**src/hdl/pple_pkg.sv**
```systemverilog
// ----------------------------------------------------------------------------
// Prime Position LSB Extractor - Package
// Shared constants, status codes and controller/datapath interface types.
// ----------------------------------------------------------------------------
package pple_pkg;

    localparam int CHAR_BITS   = 8;
    localparam int CNT_BITS    = $clog2(CHAR_BITS);
    localparam int START_BITS  = 10;
    localparam int STATUS_BITS = 2;

    localparam logic [START_BITS-1:0] START_RESET = 10'd23;

    localparam logic [STATUS_BITS-1:0] STAT_CHAR  = 2'd0;
    localparam logic [STATUS_BITS-1:0] STAT_TERM  = 2'd1;
    localparam logic [STATUS_BITS-1:0] STAT_ERROR = 2'd2;

    typedef struct packed {
        logic load;
        logic eval;
        logic set_prime;
        logic div_start;
        logic next_divisor;
        logic commit;
    } pple_cmd_t;

    typedef struct packed {
        logic done;
        logic quick;
        logic sq_over;
        logic div_done;
        logic rem_zero;
        logic emit;
        logic slot_free;
    } pple_sts_t;

endpackage

```
**src/hdl/pple_divider.sv**
```systemverilog
// ----------------------------------------------------------------------------
// Prime Position LSB Extractor - Remainder Unit
// Bit-serial restoring remainder, one dividend bit per cycle.
// ----------------------------------------------------------------------------
module pple_divider #(
    parameter int DIVIDEND_BITS = 24,
    parameter int DIVISOR_BITS  = 13
) (
    input  logic                     clk,
    input  logic                     rst_n,
    input  logic                     start,
    input  logic [DIVIDEND_BITS-1:0] dividend,
    input  logic [DIVISOR_BITS-1:0]  divisor,
    output logic                     done,
    output logic                     rem_zero
);

    localparam int CNT_W = $clog2(DIVIDEND_BITS + 1);

    logic [DIVIDEND_BITS-1:0] quo_reg;
    logic [DIVISOR_BITS-1:0]  rem_reg;
    logic [DIVISOR_BITS-1:0]  rem_next;
    logic [CNT_W-1:0]         cnt_reg;
    logic [DIVISOR_BITS:0]    rem_sh;
    logic [DIVISOR_BITS:0]    divisor_ext;
    logic [DIVISOR_BITS:0]    rem_diff;

    assign rem_sh      = {rem_reg, quo_reg[DIVIDEND_BITS-1]};
    assign divisor_ext = {1'b0, divisor};
    assign rem_diff    = rem_sh - divisor_ext;

    always_comb
    begin
        if (rem_sh >= divisor_ext)
        begin
            rem_next = rem_diff[DIVISOR_BITS-1:0];
        end
        else
        begin
            rem_next = rem_sh[DIVISOR_BITS-1:0];
        end
    end

    assign done     = (cnt_reg == '0);
    assign rem_zero = (rem_reg == '0);

    always_ff @(posedge clk or negedge rst_n)
    begin
        if (!rst_n)
        begin
            cnt_reg <= '0;
        end
        else if (start)
        begin
            cnt_reg <= CNT_W'(DIVIDEND_BITS);
        end
        else if (cnt_reg != '0)
        begin
            cnt_reg <= cnt_reg - CNT_W'(1);
        end
    end

    always_ff @(posedge clk)
    begin
        if (start)
        begin
            quo_reg <= dividend;
            rem_reg <= '0;
        end
        else if (cnt_reg != '0)
        begin
            quo_reg <= {quo_reg[DIVIDEND_BITS-2:0], 1'b0};
            rem_reg <= rem_next;
        end
    end

endmodule

```
**src/hdl/pple_datapath.sv**
```systemverilog
// ----------------------------------------------------------------------------
// Prime Position LSB Extractor - Datapath
// Position counter, trial divisor and square, character packer,
// start index register and output register.
// ----------------------------------------------------------------------------
module pple_datapath #(
    parameter int POSITION_BITS = 24
) (
    input  logic                                   clk,
    input  logic                                   rst_n,
    input  pple_pkg::pple_cmd_t                    cmd,
    output pple_pkg::pple_sts_t                    sts,
    input  logic                                   first_byte,
    input  logic                                   last_byte,
    input  logic                                   pixel_lsb,
    input  logic                                   cfg_wr_en,
    input  logic [pple_pkg::START_BITS-1:0]        cfg_wr_data,
    output logic                                   out_valid,
    input  logic                                   out_ready,
    output logic [pple_pkg::CHAR_BITS-1:0]         message_char,
    output logic [pple_pkg::STATUS_BITS-1:0]       status
);

    import pple_pkg::*;

    localparam int DIV_BITS = (POSITION_BITS + 1) / 2 + 1;
    localparam int SQ_BITS  = 2 * DIV_BITS;
    localparam int CMP_BITS = (POSITION_BITS > START_BITS) ? POSITION_BITS : START_BITS;
    localparam logic [POSITION_BITS-1:0] POS_MAX = {POSITION_BITS{1'b1}};

    logic [POSITION_BITS-1:0] pos_reg;
    logic [POSITION_BITS-1:0] n_reg;
    logic [CNT_BITS-1:0]      bit_cnt_reg;
    logic [CHAR_BITS-1:0]     acc_reg;
    logic                     done_reg;
    logic                     prime_reg;
    logic                     last_reg;
    logic                     lsb_reg;
    logic [DIV_BITS-1:0]      d_reg;
    logic [SQ_BITS-1:0]       sq_reg;
    logic [START_BITS-1:0]    start_reg;
    logic                     out_valid_reg;
    logic [CHAR_BITS-1:0]     out_char_reg;
    logic [STATUS_BITS-1:0]   out_status_reg;

    logic                     eligible;
    logic [CHAR_BITS-1:0]     acc_next;
    logic                     have_char;
    logic                     term;
    logic                     emit;
    logic                     div_done;
    logic                     rem_zero;

    pple_divider #(
        .DIVIDEND_BITS (POSITION_BITS),
        .DIVISOR_BITS  (DIV_BITS)
    ) u_divider (
        .clk      (clk),
        .rst_n    (rst_n),
        .start    (cmd.div_start),
        .dividend (n_reg),
        .divisor  (d_reg),
        .done     (div_done),
        .rem_zero (rem_zero)
    );

    assign eligible = (pos_reg != POS_MAX)
                   && (CMP_BITS'(pos_reg) >= CMP_BITS'(start_reg))
                   && (pos_reg >= POSITION_BITS'(2));

    assign acc_next  = acc_reg | (CHAR_BITS'(lsb_reg & prime_reg) << bit_cnt_reg);
    assign have_char = prime_reg && (bit_cnt_reg == CNT_BITS'(CHAR_BITS - 1));
    assign term      = have_char && (acc_next == '0);
    assign emit      = term || last_reg || have_char;

    assign sts.done      = done_reg;
    assign sts.quick     = !eligible || (pos_reg == POSITION_BITS'(2)) || !pos_reg[0];
    assign sts.sq_over   = sq_reg > SQ_BITS'(n_reg);
    assign sts.div_done  = div_done;
    assign sts.rem_zero  = rem_zero;
    assign sts.emit      = emit;
    assign sts.slot_free = !out_valid_reg || out_ready;

    assign out_valid    = out_valid_reg;
    assign message_char = out_char_reg;
    assign status       = out_status_reg;

    always_ff @(posedge clk or negedge rst_n)
    begin
        if (!rst_n)
        begin
            pos_reg       <= '0;
            bit_cnt_reg   <= '0;
            acc_reg       <= '0;
            done_reg      <= 1'b0;
            prime_reg     <= 1'b0;
            start_reg     <= START_RESET;
            out_valid_reg <= 1'b0;
        end
        else
        begin
            if (cfg_wr_en)
            begin
                start_reg <= cfg_wr_data;
            end

            if (cmd.load && first_byte)
            begin
                pos_reg     <= '0;
                bit_cnt_reg <= '0;
                acc_reg     <= '0;
                done_reg    <= 1'b0;
            end

            if (cmd.eval)
            begin
                prime_reg <= (pos_reg == POSITION_BITS'(2)) && eligible;
                if (pos_reg != POS_MAX)
                begin
                    pos_reg <= pos_reg + POSITION_BITS'(1);
                end
            end

            if (cmd.set_prime)
            begin
                prime_reg <= 1'b1;
            end

            if (cmd.commit)
            begin
                if (prime_reg)
                begin
                    if (have_char)
                    begin
                        bit_cnt_reg <= '0;
                        acc_reg     <= '0;
                    end
                    else
                    begin
                        bit_cnt_reg <= bit_cnt_reg + CNT_BITS'(1);
                        acc_reg     <= acc_next;
                    end
                end
                if (term || last_reg)
                begin
                    done_reg <= 1'b1;
                end
            end

            if (cmd.commit && emit)
            begin
                out_valid_reg <= 1'b1;
            end
            else if (out_ready)
            begin
                out_valid_reg <= 1'b0;
            end
        end
    end

    always_ff @(posedge clk)
    begin
        if (cmd.load)
        begin
            last_reg <= last_byte;
            lsb_reg  <= pixel_lsb;
        end

        if (cmd.eval)
        begin
            n_reg  <= pos_reg;
            d_reg  <= DIV_BITS'(3);
            sq_reg <= SQ_BITS'(9);
        end
        else if (cmd.next_divisor)
        begin
            d_reg  <= d_reg + DIV_BITS'(2);
            sq_reg <= sq_reg + SQ_BITS'({d_reg, 2'b00}) + SQ_BITS'(4);
        end

        if (cmd.commit && emit)
        begin
            priority if (term)
            begin
                out_char_reg   <= '0;
                out_status_reg <= STAT_TERM;
            end
            else if (last_reg)
            begin
                out_char_reg   <= '0;
                out_status_reg <= STAT_ERROR;
            end
            else
            begin
                out_char_reg   <= acc_next;
                out_status_reg <= STAT_CHAR;
            end
        end
    end

endmodule

```
**src/hdl/pple_ctrl.sv**
```systemverilog
// ----------------------------------------------------------------------------
// Prime Position LSB Extractor - Controller
// Sequences input capture, primality trial loop and result commit.
// ----------------------------------------------------------------------------
module pple_ctrl (
    input  logic                clk,
    input  logic                rst_n,
    input  logic                in_valid,
    output logic                in_ready,
    input  pple_pkg::pple_sts_t sts,
    output pple_pkg::pple_cmd_t cmd
);

    import pple_pkg::*;

    typedef enum logic [2:0] {
        S_IDLE,
        S_EVAL,
        S_CHECK,
        S_DIVIDE,
        S_FINISH
    } state_t;

    state_t state_reg;
    state_t state_next;

    always_comb
    begin
        state_next = state_reg;
        cmd        = '0;
        in_ready   = 1'b0;
        unique case (state_reg)
            S_IDLE:
            begin
                in_ready = 1'b1;
                if (in_valid)
                begin
                    cmd.load   = 1'b1;
                    state_next = S_EVAL;
                end
            end
            S_EVAL:
            begin
                if (sts.done)
                begin
                    state_next = S_IDLE;
                end
                else
                begin
                    cmd.eval   = 1'b1;
                    state_next = sts.quick ? S_FINISH : S_CHECK;
                end
            end
            S_CHECK:
            begin
                if (sts.sq_over)
                begin
                    cmd.set_prime = 1'b1;
                    state_next    = S_FINISH;
                end
                else
                begin
                    cmd.div_start = 1'b1;
                    state_next    = S_DIVIDE;
                end
            end
            S_DIVIDE:
            begin
                if (sts.div_done)
                begin
                    if (sts.rem_zero)
                    begin
                        state_next = S_FINISH;
                    end
                    else
                    begin
                        cmd.next_divisor = 1'b1;
                        state_next       = S_CHECK;
                    end
                end
            end
            S_FINISH:
            begin
                if (!sts.emit || sts.slot_free)
                begin
                    cmd.commit = 1'b1;
                    state_next = S_IDLE;
                end
            end
            default:
            begin
                state_next = S_IDLE;
            end
        endcase
    end

    always_ff @(posedge clk or negedge rst_n)
    begin
        if (!rst_n)
        begin
            state_reg <= S_IDLE;
        end
        else
        begin
            state_reg <= state_next;
        end
    end

endmodule

```
**src/hdl/prime_position_lsb_extractor_core.sv**
```systemverilog
// ----------------------------------------------------------------------------
// Prime Position LSB Extractor - Top Level
// Recovers a message hidden in the lowest bits of image bytes whose
// positions are prime and not below start_index.
// ----------------------------------------------------------------------------
// Input channel (in_valid/in_ready) carries one image byte per transaction with
// first_byte and last_byte marks. Output channel (out_valid/out_ready) carries
// message_char and status: ordinary character, terminator, or image ended
// without terminator. cfg_wr_en/cfg_wr_data write start_index; the user writes
// it only while idle, which the block does not enforce. One byte is processed at
// a time. A byte needing no primality test passes the evaluate and finish steps
// before it is ready again (the evaluate step alone once the message is done).
// An odd eligible position n runs a trial loop over odd divisors d with d*d <= n;
// each divisor takes a check step and a pass of the bit-serial remainder unit.
// A result is registered at the end of the final step and is held in the output
// register until taken; the next byte is accepted meanwhile, and its own
// result waits in the final step only while the output register is still full.
// Reset clears position, character state and the done flag, empties the
// output register and sets start_index to 23.
// ----------------------------------------------------------------------------
module prime_position_lsb_extractor_core #(
    parameter int POSITION_BITS = 24
) (
    input  logic                               clk,
    input  logic                               rst_n,
    input  logic                               in_valid,
    output logic                               in_ready,
    input  logic                               first_byte,
    input  logic                               last_byte,
    input  logic [7:0]                         pixel_byte,
    output logic                               out_valid,
    input  logic                               out_ready,
    output logic [pple_pkg::CHAR_BITS-1:0]     message_char,
    output logic [pple_pkg::STATUS_BITS-1:0]   status,
    input  logic                               cfg_wr_en,
    input  logic [pple_pkg::START_BITS-1:0]    cfg_wr_data
);

    import pple_pkg::*;

    pple_cmd_t cmd;
    pple_sts_t sts;

    pple_ctrl u_ctrl (
        .clk      (clk),
        .rst_n    (rst_n),
        .in_valid (in_valid),
        .in_ready (in_ready),
        .sts      (sts),
        .cmd      (cmd)
    );

    pple_datapath #(
        .POSITION_BITS (POSITION_BITS)
    ) u_datapath (
        .clk          (clk),
        .rst_n        (rst_n),
        .cmd          (cmd),
        .sts          (sts),
        .first_byte   (first_byte),
        .last_byte    (last_byte),
        .pixel_lsb    (pixel_byte[0]),
        .cfg_wr_en    (cfg_wr_en),
        .cfg_wr_data  (cfg_wr_data),
        .out_valid    (out_valid),
        .out_ready    (out_ready),
        .message_char (message_char),
        .status       (status)
    );

endmodule

```
**config.mk**
```make
export PLATFORM = sky130hd
export DESIGN_NAME = prime_position_lsb_extractor_core
export DESIGN_NICKNAME = d
export VERILOG_FILES = /design/src/hdl/pple_pkg.sv /design/src/hdl/pple_divider.sv /design/src/hdl/pple_datapath.sv /design/src/hdl/pple_ctrl.sv /design/src/hdl/prime_position_lsb_extractor_core.sv
export SDC_FILE = /design/constraint.sdc
export NUM_CORES = 1
export LEC_CHECK = 0
export BUFFER_PORTS_ARGS = -buffer_cell sky130_fd_sc_hd__buf_2
export CAP_MARGIN = 25
export CORE_MARGIN = 2
export CORE_UTILIZATION = 45
export CTS_CLUSTER_DIAMETER = 50
export DETAILED_ROUTE_END_ITERATION = 8
export PLACE_DENSITY_LB_ADDON = 0.25
export SLEW_MARGIN = 5
export SYNTH_ARGS = -nofsm -noshare
export SYNTH_HDL_FRONTEND = slang
export SYNTH_SLANG_ARGS = --single-unit
export TNS_END_PERCENT = 20
```
**constraint.sdc**
```tcl
create_clock -name clk -period 4.15 [get_ports clk]
set_input_delay 1.0375 -clock clk [delete_from_list [all_inputs] [get_ports clk]]
set_output_delay 1.0375 -clock clk [all_outputs]
set_load 0.005 [all_outputs]
```
==> flow_summary_export.csv, run 1 <==
group,metric,value,unit
routing,wl_per_cell,15.2,microns
global_routing,grt_max_degree,48,
yosys,syn_nets,1018,
global_routing,grt_pass1_wl,32.0,mm
cts,cts_made_buffers,17,
yosys,syn_area_per_cell,9.99,sq um
cells_and_area,fin_cells,1235,
yosys,synthMuxAreaShare,6.04,%
cts,htree_levels,4,
sta,tightest_slew,0.793,ns
yosys,yosysSeqAreaShare,45.5,%
yosys,synth_edf_count,60,
floorplan,die_w,147,microns
cells_and_area,area_growth,11.7,%
cells_and_area,multi_input_area,4630,sq um
placement,io_buffers,29,
cts,cts_setup_buffers,0,
routing,postRouteWirelength,18.8,mm
yosys,synth_top_cell_by_area,"edfxtp_1",
routing,vias_per_cell,5.49,
floorplan,dieArea,21500,sq um
sta,worst_slack,1.01,ns
min_path,whs_path_depth,2,
cts,clk_pin_slew,0.06,ns
cts,clock-root-buffer,"clkbuf_16",
cts,clock_latency,0.43,ns
cts,hold_buffers,0,
global_routing,grt_use_total,18.4,%
status,outcome,"finished clean",
setup_path,end_kind,"register",
placement,place_congestion,0.854,
sta,finalHoldViolations,0,
sta,rsz0062_at_grt,"no",
pwr,power.density,641,nW/um^2
yosys,synth_xor_area_share,3.06,%
sta,holdWs,0.479,ns
cells_and_area,n_antenna_cell,0,
sta,timing.final.crit_period,3.14,ns
yosys,yosysTopAreaCellShare,19.7,%
cts,clkSinkCount,164,
floorplan,coreArea,20100,sq um
sta,slew_viol_final,0,
placement,dpl_worst_slack,1.02,ns
yosys,synth-compound-area-share,13.0,%
cts,cts_tree,"yes",
placement,place_area,9620,sq um
yosys,synth_cells,916,
sta,fin_skew,0.00662,ns
routing,drc,0,
routing,first_iter_violations,452,
setup_path,startpoint_type,"register",
floorplan,rows,52,
yosys,synth_fa_ha_area_share,10.7,%
floorplan,start_util,45.5,%
routing,drt-pass1-iter-count,5,
run,drv_cap,0,
yosys,synth_ff_type,"edfxtp_1",
sta,slew_headroom,47.1,%
yosys,synth_area_leaders,"edfxtp_1 (20%), dfrtp_1 (14%), dfxtp_1 (10%), ha_1 (10%), nand2_1 (3.7%)",
cells_and_area,nNetsFinal,1054,
cells_and_area,final_area,10200,sq um
sta,finalSetupViolCount,0,
yosys,synth_cell_type_count,68,
cts,cts_repair_resize_count,0,
global_routing,grt_pass1_vias,6463,
setup_path,rr_worst_depth,9,
cells_and_area,nFillCells,1826,
yosys,synth_top_family_by_area,"simple AND/OR/NAND/NOR gates",
placement,post-place-cells,1203,
global_routing,grt-ovfl-total,0,
pwr,p_leak,4.53,nW
pwr,power.total,6.55,mW
yosys,yosysWarnings,0,
routing,vias,6776,
cells_and_area,final_cell_mix,"nand2_1 (91), nor2_1 (83), ha_1 (75), edfxtp_1 (60), inv_1 (58)",
global_routing,antenna_found_initial,0,
pwr,peakVddDrop,336,uV
routing,ant_nets,0,
yosys,synth_area,9160,sq um
setup_path,crit_type,"register to register",
sta,max_freq,319,MHz
yosys,synth_seq_cells,164,
sta,period_share,75.6,%
placement,dpl.hpwl,13.6,mm
cells_and_area,fin_util,50.9,%
min_path,hold_path_class,"register to register",
cts,clockBufferDepth,2,
floorplan,fp.dieH,147,microns
cells_and_area,drive_gt1_share,12.4,%
floorplan,io_pins,37,
cells_and_area,layout.area.seq,4170,sq um
sta,finalSetupTns,0,ns
yosys,synth-simple-area-share,17.8,%
cells_and_area,final_common_cell,"nand2_1",
setup_path,arrival,3.32,ns
yosys,async_flop_share,34.1,%
setup_path,required,4.33,ns
setup_path,path_max_fanout,15,
[cell families (layout without fill, tap and decap cells)]
logic type      after synthesis  count (layout)
simple gates                329             329
mux                          45              45
flops                       164             164
buf+inv                      86             135
xor+xnor                     32              32
fa+ha+maj                    77              77
compound gates              183             183
[synthesized netlist by cell type, types with 3 or more instances]
cell / number
nand2_1: 91
nor2_1: 83
ha_1: 75
edfxtp_1: 60
inv_1: 58
a21oi_1: 55
dfrtp_1: 52
dfxtp_1: 48
o21ai_0: 39
nand3_1: 35
nor3_1: 27
xnor2_1: 23
nand4_1: 22
a211oi_1: 20
mux2i_1: 20
mux2_4: 19
clkbuf_1: 17
and3_1: 13
nand2b_1: 12
a21o_1: 11
o211ai_1: 9
xor2_1: 9
nor4_1: 8
or3_1: 8
a211o_1: 6
a31oi_1: 6
and4_1: 6
mux2_2: 6
and2_1: 5
buf_2: 5
o31ai_1: 5
buf_6: 4
dfstp_2: 4
o21a_1: 4
a2111oi_0: 3
nor2b_1: 3
o21bai_1: 3
o311ai_0: 3
o41ai_1: 3
[path summary, 6_finish.rpt]
kind | slack (ns) | end | start
setup / recovery | 1.01 | u_datapath.u_divider.quo_reg[3] | u_datapath.n_reg[21]
hold / removal | 0.48 | u_datapath.sq_reg[25] | u_datapath.sq_reg[25]
setup reg to reg | 1.01 | u_datapath.u_divider.quo_reg[3] | u_datapath.n_reg[21]
hold reg to reg | 0.48 | u_datapath.sq_reg[25] | u_datapath.sq_reg[25]
max in group asynchronous | 2.67 | u_datapath.pos_reg[10] | rst_n
min in group asynchronous | 0.68 | u_datapath.acc_reg[0] | rst_n
[critical path, cell delays in order (launching register included)]
cell and delay (ns):
edfxtp_1 0.41, inv_1 0.08, ha_1 0.24, a211o_1 0.27, a211oi_1 0.44, and3b_1 0.24
a32o_1 0.13, a21o_2 0.38, buf_4 0.32, mux2_2 0.36
[report_power, final]
group	total [mW]	internal [mW]	switching, mW	leakage [nW]
clock	1.60	0.931	0.666	0.286
combinational	2.35	1.13	1.22	2.54
sequential	2.61	2.21	0.397	1.71
total	6.55	4.27	2.29	4.53
[per-layer routing]
metal | track usage, % | share of wire (%) | vias up
met3 | 3.06 | 2.6 | 26
met1 | 25.1 | 49 | 3239
met4 | 6.07 | 1.8 | 0
met2 | 29.8 | 46 | 105
met5 | 0 | 0 | -
li1 | - | - | 3406
[area by class of cell]
type | instances | area share, %
sequential | 164 | 40.8
timing repair buffer | 44 | 2.62
inverter | 59 | 2.17
clock inverter | 12 | 1.43
clock buffer | 20 | 4.47
multi-input combinational | 666 | 45.3
tap | 270 | 3.30
Note: power is estimated with default switching activity, not from simulation.
==> run 2: changes to the inputs <==
--- a/config.mk
+++ b/config.mk
@@ -5,6 +5,7 @@
 export SDC_FILE = /design/constraint.sdc
 export NUM_CORES = 1
 export LEC_CHECK = 0
+export ABC_AREA = 1
 export BUFFER_PORTS_ARGS = -buffer_cell sky130_fd_sc_hd__buf_2
 export CAP_MARGIN = 25
 export CORE_MARGIN = 2
==> constraint.sdc (replaced) <==
create_clock -name clk -period 3.2 [get_ports clk]
set_input_delay 0.8 -clock clk [delete_from_list [all_inputs] [get_ports clk]]
set_output_delay 0.8 -clock clk [all_outputs]
set_load 0.005 [all_outputs]
==> run 2 against run 1 <==
Net effect: non-clock buffer count shrank 4; wire length up 11%; utilization grew 0.060 points; final area increased by 4.7%; maximum frequency increased by 24%; sequential share of layout area down 1.8 points; sequential power increased by 16%; setup slack worse by 0.35 ns.
==> flow_summary_export.csv, run 2 <==
group,metric,value,unit
sta,tightest_slew,0.589,ns
setup_path,required,3.53,ns
yosys,synth_top_cell_by_area,"edfxtp_1",
yosys,synth_area_leaders,"edfxtp_1 (19%), dfrtp_1 (13%), nand2_1 (11%), dfxtp_1 (10%), ha_1 (9.7%)",
placement,dpl.hpwl,15.7,mm
routing,vias,7864,
sta,max_freq,395,MHz
run,drv_cap,0,
cts,clock_latency,0.44,ns
routing,drc,0,
cts,cts_made_buffers,17,
routing,first_iter_violations,413,
cells_and_area,fin_util,50.9,%
setup_path,rr_worst_depth,11,
sta,timing.final.crit_period,2.53,ns
cells_and_area,final_common_cell,"nand2_1",
yosys,synth_cell_type_count,51,
floorplan,coreArea,21000,sq um
global_routing,grt_use_total,19.7,%
cells_and_area,final_cell_mix,"nand2_1 (289), inv_1 (161), nor2_1 (116), a21oi_1 (78), ha_1 (75)",
floorplan,start_util,45.9,%
routing,drt-pass1-iter-count,5,
status,outcome,"finished clean",
cts,htree_levels,4,
sta,period_share,79.1,%
global_routing,grt_pass1_wl,35.5,mm
floorplan,fp.dieH,150,microns
yosys,syn_area_per_cell,7.97,sq um
placement,place_congestion,0.881,
pwr,p_leak,5.01,nW
cells_and_area,nNetsFinal,1345,
cts,clockBufferDepth,2,
cells_and_area,area_growth,11.0,%
yosys,synth_most_common_cell,"nand2_1",
yosys,synth_edf_count,60,
setup_path,crit_type,"register to register",
cts,clkSinkCount,164,
cts,clk_pin_slew,0.07,ns
global_routing,grt_pass1_vias,7346,
yosys,synth_ff_type,"edfxtp_1",
routing,vias_per_cell,5.14,
setup_path,path_max_fanout,22,
setup_path,arrival,2.86,ns
yosys,yosysWarnings,0,
yosys,async_flop_share,34.1,%
cells_and_area,drive_gt1_share,8.04,%
pwr,power.density,720,nW/um^2
sta,finalHoldViolations,0,
routing,postRouteWirelength,20.9,mm
sta,holdWs,0.271,ns
sta,fin_skew,0.0135,ns
yosys,synth_seq_cells,164,
placement,io_buffers,29,
yosys,yosysSeqAreaShare,43.2,%
routing,wl_per_cell,13.6,microns
global_routing,grt_max_degree,65,
floorplan,rows,53,
floorplan,io_pins,37,
cts,cts_tree,"yes",
yosys,yosysTopAreaCellShare,18.7,%
sta,slew_viol_final,0,
setup_path,startpoint_type,"register",
routing,ant_nets,0,
sta,slew_headroom,60.4,%
cts,hold_buffers,0,
yosys,synth_cells,1211,
floorplan,dieArea,22600,sq um
cts,cts_repair_resize_count,0,
setup_path,end_kind,"register",
yosys,synth_commonest_cells,"nand2_1 (290), inv_1 (161), nor2_1 (116), a21oi_1 (78), ha_1 (75)",
sta,finalSetupTns,0,ns
global_routing,grt-ovfl-total,0,
floorplan,die_w,150,microns
global_routing,antenna_found_initial,0,
cells_and_area,n_antenna_cell,0,
cells_and_area,nFillCells,1968,
pwr,peakVddDrop,342,uV
sta,finalSetupViolCount,0,
yosys,syn_nets,1313,
yosys,synth_area,9650,sq um
cts,cts_setup_buffers,0,
sta,rsz0062_at_grt,"no",
min_path,hold_path_class,"input port to async pin",
cts,clock-root-buffer,"clkbuf_16",
run 2: cell count changes after synthesis, moves of 23 or more:
cell / previous run / this run
a21oi_1: 55 / 78
inv_1: 58 / 161
nand2_1: 91 / 290
nand3_1: 35 / 65
nor2_1: 83 / 116
o21ai_0: 39 / 64
run 2: cell type report:
class	count	area [sq um]	area share, %
sequential	164	4170	38.9
multi-input combinational	857	4720	44.1
clock buffer	17	425	3.97
clock inverter	15	166	1.55
inverter	163	612	5.71
tap	275	344	3.21
timing repair buffer	40	265	2.48
run 2: critical path: stages (launching register included):
cell and delay [ns]:
edfxtp_1 0.53, fa_1 0.55, nand2_1 0.10, nand2_1 0.07
nand2_1 0.07, nand2_1 0.10, nand3_1 0.15, nand3_2 0.39
o21ai_0 0.30, a21oi_1 0.06, nand2_1 0.08, nand2_1 0.04
run 2: metrics by stage:
| stage | area, sq um | setup WS, ns | cells | power (mW) |
|---|---|---|---|---|
| 3_5_place_dp | 10100 | 0.663 | 1499 | 5.69 |
| 6_report | 10700 | 0.669 | 1531 | 7.71 |
| 3_3_place_gp | 10100 | 0.702 | 1499 | 5.63 |
| 4_1_cts | 10700 | 0.644 | 1531 | 7.77 |
| 2_1_floorplan | 9650 | 1.02 | 1211 | 5.03 |
| 5_1_grt | 10700 | 0.321 | 1531 | 8.32 |
run 2: final timing paths:
check / startpoint / end / slack, ns
min reg2reg: u_datapath.sq_reg[25] / u_datapath.sq_reg[25] / 0.50
max: u_datapath.u_divider.quo_reg[23] / u_datapath.u_divider.rem_reg[10] / 0.67
min: rst_n / u_datapath.u_divider.cnt_reg[2] / 0.27
max reg2reg: u_datapath.u_divider.quo_reg[23] / u_datapath.u_divider.rem_reg[10] / 0.67
min in group clk: u_datapath.sq_reg[25] / u_datapath.sq_reg[25] / 0.50
max in group asynchronous: rst_n / u_datapath.start_reg[4] / 2.22
run 2: kinds of logic (layout without fill, tap and decap cells):
logic type | count (synthesis) | after routing | share of synthesized area [%]
buf+inv | 190 | 235 | 7.83
mux | 1 | 1 | 0.117
xor+xnor | 31 | 31 | 2.81
simple gates | 552 | 552 | 24.9
flops | 164 | 164 | 43.2
fa+ha+maj | 77 | 77 | 10.1
compound gates | 196 | 196 | 11.0
run 2: per-layer routing:
metal / vias up / share of wire, % / GRT usage [%]
li1: 4073 / - / -
met1: 3605 / 48 / 26.9
met2: 161 / 47 / 32.4
met3: 25 / 3.7 / 3.55
met4: 0 / 1.4 / 5.42
met5: - / 0 / 0
run 2: power breakdown:
part	switching, mW	internal, mW	total (mW)
logic	1.67	0.968	2.63
registers	0.280	2.73	3.02
clock network	0.949	1.11	2.06
==> run 3: changes to the inputs <==
==> constraint.sdc (replaced) <==
create_clock -name clk -period 2.2 [get_ports clk]
set_input_delay 0.55 -clock clk [delete_from_list [all_inputs] [get_ports clk]]
set_output_delay 0.55 -clock clk [all_outputs]
set_load 0.005 [all_outputs]
==> run 3 against run 2 <==
Net effect: clock-buffer cell count stayed put; critical path depth is 2 higher; the run now ends with negative setup slack left; sequential cell count stayed put; critical path type unchanged; sequential share of layout area is 3.8 points lower; power is 55% higher; clock power is 47% higher; clock skew is 0.0020 ns lower.
==> flow_summary_export.csv, run 3 (synthesis gave the netlist of run 2 again) <==
group,metric,value,unit
routing,wl_per_cell,14.3,microns
sta,timing.final.crit_period,2.21,ns
cells_and_area,n_antenna_cell,0,
min_path,hold_path_class,"input port to async pin",
status,outcome,"finished with violations",
sta,rsz0062_at_grt,"yes",
cells_and_area,final_area,11900,sq um
sta,finalHoldViolations,0,
cts,cts_tree,"yes",
cts,htree_levels,4,
sta,period_share,101,%
floorplan,io_pins,37,
routing,first_iter_violations,562,
sta,finalSetupTns,-0.0114,ns
global_routing,grt-ovfl-total,0,
cts,cts_made_buffers,17,
setup_path,path_max_fanout,23,
floorplan,rows,53,
sta,max_freq,452,MHz
pwr,p_leak,5.48,nW
cells_and_area,final_common_cell,"nand2_1",
global_routing,grt_pass1_vias,7599,
sta,fin_skew,0.0115,ns
global_routing,grt_max_degree,48,
floorplan,fp.dieH,150,microns
routing,vias_per_cell,5.09,
pwr,power.density,1000,nW/um^2
sta,tightest_slew,0.786,ns
placement,io_buffers,29,
global_routing,grt_use_total,20.2,%
floorplan,die_w,150,microns
setup_path,end_kind,"register",
cts,clock-root-buffer,"clkbuf_16",
sta,slew_headroom,47.2,%
setup_path,rr_worst_depth,13,
placement,dpl.hpwl,16.4,mm
status,violations,"negative setup slack",
setup_path,arrival,2.39,ns
placement,place_area,10700,sq um
routing,drc,0,
cells_and_area,nNetsFinal,1429,
routing,ant_nets,0,
cells_and_area,drive_gt1_share,19.3,%
cts,clk_pin_slew,0.08,ns
setup_path,timing.rr.end,"u_datapath.u_divider.quo_reg[10]",
setup_path,crit_type,"register to register",
cells_and_area,area_growth,23.4,%
placement,place_congestion,0.875,
floorplan,start_util,45.9,%
cts,clkSinkCount,164,
setup_path,rrSetupSlack,-0.01,ns
global_routing,grt_pass1_wl,36.4,mm
setup_path,required,2.38,ns
sta,finalSetupViolCount,1,
run,drv_cap,0,
routing,drt-pass1-iter-count,5,
cells_and_area,final_cell_mix,"nand2_1 (277), inv_1 (152), nor2_1 (110), buf_4 (84), a21oi_1 (73)",
cts,clock_latency,0.43,ns
sta,holdWs,0.0827,ns
floorplan,coreArea,21000,sq um
routing,vias,8215,
routing,postRouteWirelength,23.1,mm
cts,clockBufferDepth,2,
setup_path,startpoint_type,"register",
sta,worst_slack,-0.0114,ns
sta,slew_viol_final,0,
global_routing,antenna_found_initial,0,
pwr,peakVddDrop,531,uV
setup_path,r2r_start,"u_datapath.n_reg[5]",
floorplan,dieArea,22600,sq um
[run 3: cell types whose count changed in the layout (fill, tap and decap cells not counted), sizes merged]
cell	delta
buf	+81
bufinv	-1
clkbuf	+3
clkinv	+2
inv	-1
[run 3: how the worst max path moves through the flow]
stage                          startpoint                               end  slack [ns]  depth (start not counted)
global placement    u_datapath.sq_reg[12]             u_datapath.sq_reg[22]       -0.05                         11
finish                u_datapath.n_reg[5]  u_datapath.u_divider.quo_reg[10]       -0.01                         13
detailed placement  u_datapath.sq_reg[12]             u_datapath.sq_reg[22]       -0.09                         11
global route         u_datapath.n_reg[21]  u_datapath.u_divider.quo_reg[10]       -0.18                         12
floorplan            u_datapath.n_reg[21]   u_datapath.u_divider.quo_reg[0]        0.02                         11
CTS                  u_datapath.sq_reg[6]             u_datapath.sq_reg[13]      -0.003                         13
[run 3: area by class of cell]
type                    count  area, sq um
clock buffers              17          425
fillers                  1875         9120
repair buffers            124          988
well taps                 275          344
inverters                 163          618
flip-flops and latches    164         4180
clock inverters            15          189
multi-input cells         857         5160
[run 3: critical path, stage by stage (launching register included)]
cell and delay [ns]:
edfxtp_1 0.39, inv_2 0.09, ha_1 0.25, a21oi_1 0.15, nand2_1 0.06, nand2_1 0.05
nand3_1 0.09, nand2_1 0.09, nand3_2 0.14, nand2_4 0.14, nand2_8 0.11, clkbuf_16 0.24
nand2_1 0.09, o21ai_1 0.08
[run 3: routing by layer]
layer  GRT usage, %  wire (microns)  up-vias
met3           3.55             831       29
met4           5.33             414        0
met1           27.2           10600     3801
met2           33.6           11300      140
met5              0               0        -
li1               -               -     4245
[run 3: repair_timing]
action	CTS	global route
setup endpoints to repair	17	104
setup buffers	1	4
cloned	0	4
endpoints found under the hold margin	0	0
gates resized for setup	14	82
pin swaps	3	9
hold buffers	0	0
[run 3: stage by stage]
step / power (mW) / utilization, % / setup WS (ns) / instances
5_1_grt: 12.8 / 56.6 / -0.178 / 1615
3_5_place_dp: 8.53 / 50.9 / -0.0946 / 1574
2_1_floorplan: 7.31 / - / 0.0173 / 1211
6_report: 12.0 / 56.6 / -0.0114 / 1615
3_3_place_gp: 8.44 / 50.9 / -0.0538 / 1574
4_1_cts: 11.6 / 54.2 / -0.00295 / 1607
[run 3: power breakdown]
part	internal, mW	switching [mW]
combinational	1.85	2.68
sequential	3.98	0.430
clock	1.54	1.47
total	7.38	4.58
